## config.mk

```make
export PLATFORM = sky130hd
export DESIGN_NAME = dbcw_ctrl
export DESIGN_NICKNAME = d
export VERILOG_FILES = /design/src/dbcw_pkg.sv /design/src/dbcw_ctrl.sv
export SDC_FILE = /design/constraint.sdc
export NUM_CORES = 1
export LEC_CHECK = 0
export BUFFER_PORTS_ARGS = -buffer_cell sky130_fd_sc_hd__buf_4
export CAP_MARGIN = 25
export CELL_PAD_IN_SITES_DETAIL_PLACEMENT = 1
export CELL_PAD_IN_SITES_GLOBAL_PLACEMENT = 2
export CORE_MARGIN = 5
export CORE_UTILIZATION = 24
export DETAILED_ROUTE_END_ITERATION = 10
export GPL_TIMING_DRIVEN = 0
export PLACE_DENSITY_LB_ADDON = 0.1
export SYNTH_ARGS = -nofsm -noshare
export SYNTH_HDL_FRONTEND = slang
export SYNTH_SLANG_ARGS = --single-unit
```

## constraint.sdc

```tcl
create_clock -name i_clk -period 4 [get_ports i_clk]
set_input_delay 0.6 -clock i_clk [delete_from_list [all_inputs] [get_ports i_clk]]
set_output_delay 0.6 -clock i_clk [all_outputs]
set_load 0.005 [all_outputs]
```

## src/dbcw_pkg.sv

```systemverilog
`timescale 1ns / 1ps
// ----------------------------------------------------------------------------
// dbcw_pkg
// Shared types, codes and parameter defaults of the delay-based congestion window.
// ----------------------------------------------------------------------------
package dbcw_pkg;

    localparam int unsigned TIMEOUT_MULT_DEF         = 2;
    localparam int unsigned PROCESS_DELAY_US_DEF     = 1000;
    localparam int unsigned IDLE_TIMEOUT_STEP_US_DEF = 1000000;

    localparam logic [2:0] CFG_SMOOTH_LONG  = 3'd0;
    localparam logic [2:0] CFG_SMOOTH_SHORT = 3'd1;
    localparam logic [2:0] CFG_ALPHA        = 3'd2;
    localparam logic [2:0] CFG_BETA         = 3'd3;
    localparam logic [2:0] CFG_INCREMENT    = 3'd4;
    localparam logic [2:0] CFG_BASE         = 3'd5;
    localparam logic [2:0] CFG_SS_THRESH    = 3'd6;
    localparam logic [2:0] CFG_MAX_WINDOW   = 3'd7;

    localparam logic [1:0] ST_APPLIED  = 2'd0;
    localparam logic [1:0] ST_OUTDATED = 2'd1;
    localparam logic [1:0] ST_UNKNOWN  = 2'd2;
    localparam logic [1:0] ST_TIMEOUT  = 2'd3;

    localparam logic [39:0] MAX40 = 40'hFF_FFFF_FFFF;

    typedef enum logic [3:0] {
        S_IDLE,
        S_TIMEOUT,
        S_SMOOTH_LONG,
        S_SMOOTH_SHORT,
        S_LOSS_DIV,
        S_RATIO_DIV,
        S_STEP_DIV,
        S_WINDOW,
        S_OUT,
        S_HOLD
    } t_state;

    // controller -> datapath
    typedef struct packed {
        logic load;
        logic do_timeout;
        logic do_drop;
        logic do_unknown;
        logic smooth_long;
        logic smooth_short;
        logic div_start;
        logic [1:0] div_sel;
        logic do_window;
        logic do_out;
    } t_cmd;

    // datapath -> controller
    typedef struct packed {
        logic is_timeout;
        logic is_old;
        logic is_known;
        logic div_busy;
        logic total_zero;
        logic slow_start;
        logic short_zero;
    } t_status;

    localparam logic [1:0] DIV_LOSS  = 2'd0;
    localparam logic [1:0] DIV_RATIO = 2'd1;
    localparam logic [1:0] DIV_STEP  = 2'd2;

endpackage

```

## src/dbcw_ctrl.sv

```systemverilog
`timescale 1ns / 1ps
`default_nettype none
// ----------------------------------------------------------------------------
// dbcw_ctrl
// Event sequencer: steps one event through timeout check, smoothing, divisions, update and output.
// ----------------------------------------------------------------------------
module dbcw_ctrl (
    input  wire logic               i_clk,
    input  wire logic               i_rst_n,
    input  wire logic               i_valid,
    output logic                    o_stall,
    output logic                    o_valid,
    input  wire logic               i_stall,
    input  wire dbcw_pkg::t_status  i_status,
    output dbcw_pkg::t_cmd          o_cmd
);

    dbcw_pkg::t_state r_state, n_state;
    logic             r_div_go;
    logic             n_div_go;

    always_ff @(posedge i_clk) begin
        if (!i_rst_n) begin
            r_state  <= dbcw_pkg::S_IDLE;
            r_div_go <= 1'b0;
        end else begin
            r_state  <= n_state;
            r_div_go <= n_div_go;
        end
    end

    always_comb begin
        n_state  = r_state;
        n_div_go = 1'b0;
        o_cmd    = '0;
        o_stall  = 1'b1;
        o_valid  = 1'b0;
        case (r_state)
            dbcw_pkg::S_IDLE: begin
                o_stall = 1'b0;
                if (i_valid) begin
                    o_cmd.load = 1'b1;
                    n_state    = dbcw_pkg::S_TIMEOUT;
                end
            end
            dbcw_pkg::S_TIMEOUT: begin
                if (i_status.is_timeout) begin
                    o_cmd.do_timeout = 1'b1;
                    n_state          = dbcw_pkg::S_OUT;
                end else if (i_status.is_old) begin
                    o_cmd.do_drop = 1'b1;
                    n_state       = dbcw_pkg::S_OUT;
                end else if (!i_status.is_known) begin
                    o_cmd.do_unknown = 1'b1;
                    n_state          = dbcw_pkg::S_OUT;
                end else begin
                    n_state = dbcw_pkg::S_SMOOTH_LONG;
                end
            end
            dbcw_pkg::S_SMOOTH_LONG: begin
                o_cmd.smooth_long = 1'b1;
                n_state           = dbcw_pkg::S_SMOOTH_SHORT;
            end
            dbcw_pkg::S_SMOOTH_SHORT: begin
                o_cmd.smooth_short = 1'b1;
                o_cmd.div_sel      = dbcw_pkg::DIV_LOSS;
                o_cmd.div_start    = !i_status.total_zero;
                n_div_go           = !i_status.total_zero;
                n_state            = dbcw_pkg::S_LOSS_DIV;
            end
            dbcw_pkg::S_LOSS_DIV: begin
                o_cmd.div_sel = dbcw_pkg::DIV_LOSS;
                if (!i_status.div_busy && !r_div_go) begin
                    if (i_status.slow_start) begin
                        n_state = dbcw_pkg::S_WINDOW;
                    end else begin
                        o_cmd.div_sel   = dbcw_pkg::DIV_RATIO;
                        o_cmd.div_start = !i_status.short_zero;
                        n_div_go        = !i_status.short_zero;
                        n_state         = dbcw_pkg::S_RATIO_DIV;
                    end
                end
            end
            dbcw_pkg::S_RATIO_DIV: begin
                o_cmd.div_sel = dbcw_pkg::DIV_RATIO;
                if (!i_status.div_busy && !r_div_go) begin
                    o_cmd.div_sel   = dbcw_pkg::DIV_STEP;
                    o_cmd.div_start = 1'b1;
                    n_div_go        = 1'b1;
                    n_state         = dbcw_pkg::S_STEP_DIV;
                end
            end
            dbcw_pkg::S_STEP_DIV: begin
                o_cmd.div_sel = dbcw_pkg::DIV_STEP;
                if (!i_status.div_busy && !r_div_go) begin
                    n_state = dbcw_pkg::S_WINDOW;
                end
            end
            dbcw_pkg::S_WINDOW: begin
                o_cmd.do_window = 1'b1;
                n_state         = dbcw_pkg::S_OUT;
            end
            dbcw_pkg::S_OUT: begin
                o_cmd.do_out = 1'b1;
                n_state      = dbcw_pkg::S_HOLD;
            end
            dbcw_pkg::S_HOLD: begin
                o_valid = 1'b1;
                if (!i_stall) begin
                    n_state = dbcw_pkg::S_IDLE;
                end
            end
            default: begin
                n_state = dbcw_pkg::S_IDLE;
            end
        endcase
    end

endmodule

`default_nettype wire

```

==> results by group, run 1 <==
Outcome
  – Status: finished, final reports clean

CTS
  – CTS tree: yes
  – H-tree Lvls: 1
  – Hold buffers post-CTS: 0
  – Clock sinks: 5
  – Maximum buffer depth of the clock tree: 2
  – Post-CTS resize count: 0
  – Clock Root Buffer: clkbuf_4
  – Clk pin slew, worst setup/hold paths: 40 ps
  – Postcts setup bufs: 0
  – CTS Buf Count: 3
  – Skew-Pair Late Insertion Delay: 240 ps

Critical path
  – CP cell instances: or3b_1 -> o32ai_2 -> buf_4 -> buf_4
  – Crit path max fanout: 8
  – R2R setup slack: 2660 ps
  – Critical Path Slowest Stage Cell: or3b_1
  – WP data arrival: 1600 ps
  – Most common cell on crit path: buf_4
  – WP data required: 3400 ps
  – Worst reg2reg startpoint: r_state[0]
  – CP endpoint kind: output pin
  – Critical path class: register to output pin
  – CP peak stage delay: 420 ps
  – RR Endpoint: r_state[3]
  – CP Launch Type: register
  – R2R depth: 4

Detailed routing
  – 1st-iter DRT viols: 4
  – Vias/cell: 4.74
  – DR pass1 iterations: 3
  – WL final: 1510 um
  – Average wire per standard cell: 12.9 um
  – Vias: 554
  – DRC Markers: 0
  – Final antenna-violating net count: 0

Power
  – Sequential Power Share: 24.4%
  – Leakage power: 0.318 nW
  – Gate power share: 56.3%
  – Switch share: 39.3%
  – Worst vdd ir: 0.174 mV
  – Power Internal: 0.000180 W
  – NetSw: 0.000117 W
  – Clock share of power: 19.3%
  – PwrDens: 420 mW/mm2

Worst hold path
  – Hold path cells: 2
  – Hold worst-path end: r_div_go
  – Hold Path Class: input pin to register
  – HP Start: i_rst_n

Job
  – MaxCap Viol Count: 0

Cells and area
  – Nets: 102
  – # diodes: 0
  – Synthesis-to-layout area growth: 49.1%
  – Layout cell share with drive strength beyond 1: 38.9%

Timing
  – Worst rel slew slack: 74.7%
  – Clock Skew: 0.205 ps
  – Count of final setup violators: 0
  – Setup TNS: 0 ps
  – FMAX: 454 MHz
  – RSZ-0062 raised after global routing: no
  – Slew Viols, Final: 0
  – Final Hold Vio Count: 0
  – Fin crit share: 55.1%
  – Least-Margin Pin Slew: 370 ps
  – Hold WS: 576 ps
  – Tmin final: 2200 ps

Yosys
  – Cells after Synth: 63
  – Flops & latches, synth: 5
  – Post-synth top area share: 21.1%
  – Mapped Area: 474 um2
  – Ys flop type: dfxtp_1
  – Leading area contributor after synthesis: dfxtp_1
  – Synth top cells by count: nor2_1, dfxtp_1, nand2_1, nor3b_1
  – Yosys warning count: 0
  – Synth Net Count: 74
  – Seq/Total Area, Yosys: 21.1%
  – Post-synthesis async set-or-reset flop share: 0%
  – Synth area leaders: dfxtp_1, nor3b_1, nor2_1, nand2b_1, nor4_1
  – Post-synth cell types: 35
  – Mapped Avg Cell Area: 7.53 um2
  – Most common cell in the netlist: nor2_1
  – Post-synth EDFFs: 0

GRT
  – Global-route wire length before repair: 2500 um
  – Vias in the first global route: 546
  – Largest net degree at the start of global routing: 11
  – Initial antenna violation count: 0
  – GRT Util Overall: 11.6%
  – Congestion Overflow GR: 0

Floorplan
  – IO Pins: 24
  – Rows: 16
  – Initial Util: 24.7%
  – Die W: 54.5 um
  – Die Ht: 54.5 um
  – Core box area: 0.00192 mm2
  – Die area: 0.00296 mm2

Placed design
  – Routability congestion estimate from global placement: 0.751
  – DP Wirelength: 1190 um
  – Port Buffers: 23
-- sequential cells by signal, summed over array words and instances, names as in the netlist --
name and cells:
r_div_go 1, r_state 4
-- metal layers --
metal	wire (um)	up-vias	part of all wire [%]	global-route usage (%)
met5	0	-	0	0
met4	0	0	0	6.22
met3	60	0	4.0	1.91
met2	678	12	45	17.3
met1	771	254	51	15.8
li1	-	288	-	-
-- layout by cell type (no fill, tap or decap), types with 2 or more instances in the layout --
cell type / Yosys / final
buf_4: 2 / 25
nor2_1: 7 / 7
dfxtp_1: 5 / 5
nand2_1: 4 / 4
nor3b_1: 4 / 4
buf_2: 3 / 3
nand2b_1: 3 / 3
inv_1: 3 / 3
nor4_1: 3 / 3
clkbuf_4: 0 / 3
nor3_1: 2 / 2
a21oi_1: 2 / 2
or3_1: 2 / 2
-- cell families (layout without fill, tap and decap cells) --
logic type | Yosys count | after routing | synth area share, %
AND/OR/NAND/NOR | 34 | 34 | 42.2
AO/OA/AOI/OAI | 14 | 14 | 25.3
buffers and inverters | 9 | 36 | 9.50
flip-flops | 5 | 5 | 21.1
XOR/XNOR | 1 | 1 | 1.85
-- final cells by class --
type / count / area, um2
buffer: 5 / 30.0
tap: 27 / 33.8
multi-input combinational: 49 / 329
inverter: 4 / 15.0
sequential: 5 / 100
clock buffer: 4 / 26.3
timing repair buffer: 23 / 173
fill: 259 / 1210
-- worst max path at each step --
stage                     start  slack (ps)  cells after the start        to
finish               r_state[2]        1800                      4  o_cmd[4]
detailed placement  i_status[3]        1840                      5  o_cmd[4]
floorplan           i_status[3]        2150                      3  o_cmd[4]
global route         r_state[0]        1640                      5  o_cmd[3]
CTS                  r_state[2]        1770                      4  o_cmd[4]
global placement    i_status[3]        1850                      5  o_cmd[4]
-- critical path: cells and delay by family (launching register included) --
| family | cells | cell delay (ps) |
|---|---|---|
| and+or+nand+nor | 1 | 420 |
| buffers and inverters | 2 | 240 |
| AOI/OAI and AO/OA | 1 | 290 |
| DFF | 1 | 410 |
-- power groups by stage --
| stage | logic (W) | clock network, W | registers, W |
|---|---|---|---|
| 6_report | 0.000167 | 0.0000573 | 0.0000726 |
| 5_1_grt | 0.000185 | 0.0000680 | 0.0000750 |
| 4_1_cts | 0.000169 | 0.0000609 | 0.0000724 |
| 3_5_place_dp | 0.000169 | 0 | 0.0000733 |
| 3_3_place_gp | 0.000168 | 0 | 0.0000748 |
| 2_1_floorplan | 0.000106 | 0 | 0.0000691 |
-- stage by stage --
step	utilization (%)	total power (W)	instances	setup WS [ps]	cell area (um2)
final	36.8	0.000297	117	1800	707
after CTS	36.8	0.000303	117	1770	707
after global routing	36.8	0.000328	117	1640	707
after floorplan	-	0.000175	63	2150	474
after global placement	35.4	0.000243	113	1850	681
after detailed placement	35.4	0.000242	113	1840	681
(Power assumes the default switching activity.)
==> run 2, diff against run 1 <==
- CORE_UTILIZATION: 24 -> 22
- clock period: 4 -> 2.1 ns (I/O delays scaled with it)
==> run 2 against run 1 <==
Via count grew 0.18%; global-route usage shrank 1.8 points; critical endpoint unchanged; critical path depth is the same; largest cell class unchanged; largest power group unchanged.
==> results by group, run 2 (synthesis gave the netlist of run 1 again) <==
Critical path
  – CP peak stage delay: 440 ps
  – Critical Path Slowest Stage Cell: dfxtp_1
  – R2R setup slack: 700 ps
  – WP data arrival: 1620 ps
  – Critical path class: register to output pin
  – CP endpoint kind: output pin
  – CP Launch Type: register
  – R2R depth: 3
  – Crit path max fanout: 8
  – CP cell instances: or3b_1 -> o32ai_2 -> buf_4 -> buf_4
  – Worst reg2reg startpoint: r_state[1]
  – RR Endpoint: r_state[1]
  – WP data required: 1780 ps
  – Most common cell on crit path: buf_4

Timing
  – Tmin final: 1940 ps
  – Fin crit share: 92.2%
  – Least-Margin Pin Slew: 398 ps
  – Clock Skew: 3.41 ps
  – Fin worst setup slack: 164 ps
  – FMAX: 516 MHz
  – Count of final setup violators: 0
  – Worst rel slew slack: 72.7%
  – Final Hold Vio Count: 0
  – Slew Viols, Final: 0
  – RSZ-0062 raised after global routing: no
  – Setup TNS: 0 ps

Placed design
  – DP Wirelength: 1200 um
  – Routability congestion estimate from global placement: 0.731
  – Port Buffers: 23
  – Dpl ws: 416 ps

CTS
  – H-tree Lvls: 1
  – CTS tree: yes
  – CTS Buf Count: 3
  – Postcts setup bufs: 0
  – Maximum buffer depth of the clock tree: 2
  – Post-CTS resize count: 0
  – Clk pin slew, worst setup/hold paths: 40 ps
  – Clock Root Buffer: clkbuf_4
  – Hold buffers post-CTS: 0
  – Skew-Pair Late Insertion Delay: 240 ps
  – Clock sinks: 5

Power
  – Leakage power: 0.318 nW
  – Worst vdd ir: 0.383 mV
  – PwrDens: 797 mW/mm2

Worst hold path
  – Hold path cells: 2
  – HP Start: i_rst_n
  – Hold Path Class: input pin to register
  – Hold worst-path end: r_div_go

Cells and area
  – Nets: 102
  – Area of the multi-input gates: 329 um2
  – Final Util: 35.3%
  – Most frequent cells in the layout: buf_4, nor2_1, dfxtp_1
  – Most common cell after layout, fill and taps aside: buf_4
  – Synthesis-to-layout area growth: 49.1%
  – Largest reg by FF count: r_state
  – FF+latch area: 100 um2
  – Top flop regs: r_state x4, r_div_go x1
  – Fillcell total: 265
  – Layout cell share with drive strength beyond 1: 38.9%
  – # diodes: 0
  – Max FFs per register: 4

Job
  – MaxCap Viol Count: 0

GRT
  – Global-route wire length before repair: 2530 um
  – Initial antenna violation count: 0
  – GRT Util Overall: 9.85%
  – Congestion Overflow GR: 0
  – Largest net degree at the start of global routing: 11
  – Vias in the first global route: 570

Floorplan
  – Die area: 0.00318 mm2
  – IO Pins: 24
  – Core box area: 0.00200 mm2
  – Die W: 56.4 um
  – Die Ht: 56.4 um
  – Rows: 16
  – Initial Util: 23.7%

Detailed routing
  – Met3 WL post-DR: 56 um
  – Vias/cell: 4.74
  – Average wire per standard cell: 13.0 um
  – Max layer used: met4
  – Routed wl met2: 661 um
  – 1st-iter DRT viols: 1
  – Met1 WL: 765 um
  – DR pass1 iterations: 3
  – Final antenna-violating net count: 0
  – WL final: 1520 um
  – Vias: 555
  – DRC Markers: 0

Outcome
  – Status: finished, final reports clean
## run 2: cell counts in the layout (fill, tap and decap cells not counted)
Identical to the previous run, type by type.
## run 2: cell type report
cell class              instances  area share, %
multi-input cells              49           46.5
repair buffers                 23           24.4
clock buffers                   4           3.72
well taps                      27           4.78
inverters                       4           2.12
flip-flops and latches          5           14.2
plain buffers                   5           4.25
## run 2: where the power goes
group          leakage [nW]  internal (W)  switching, W
sequential           0.0409      0.000114     0.0000270
clock                0.0150     0.0000716     0.0000364
combinational         0.262      0.000158      0.000157
## run 2: critical path, delay by kind of cell, from the launching register on
| kind | cells | cell delay [ps] |
|---|---|---|
| AND/OR/NAND/NOR | 1 | 410 |
| buffers and inverters | 2 | 240 |
| flip-flops | 1 | 440 |
| AO/OA/AOI/OAI | 1 | 290 |
## run 2: metrics by stage
step           std cells  power (W)  area [um2]  hold slack [ps]
2_1_floorplan         63   0.000334         474              437
3_3_place_gp         113   0.000464         681              530
3_5_place_dp         113   0.000463         681              535
4_1_cts              117   0.000577         707              279
5_1_grt              117   0.000613         707              291
6_report             117   0.000564         707              287
## run 2: how the worst max path moves through the flow
stage | depth (start not counted) | to | start
finish | 4 | o_cmd[4] | r_state[2]
global route | 5 | o_cmd[3] | r_state[0]
CTS | 4 | o_cmd[4] | r_state[2]
detailed placement | 4 | o_cmd[4] | r_state[2]
global placement | 4 | o_cmd[4] | r_state[2]
floorplan | 3 | o_cmd[4] | r_state[2]
## run 2: layer usage
metal  up-vias  GRT usage, %
li1        286             -
met1       252          13.0
met2        13          14.4
met3         4          1.38
met4         0          7.12
met5         -             0
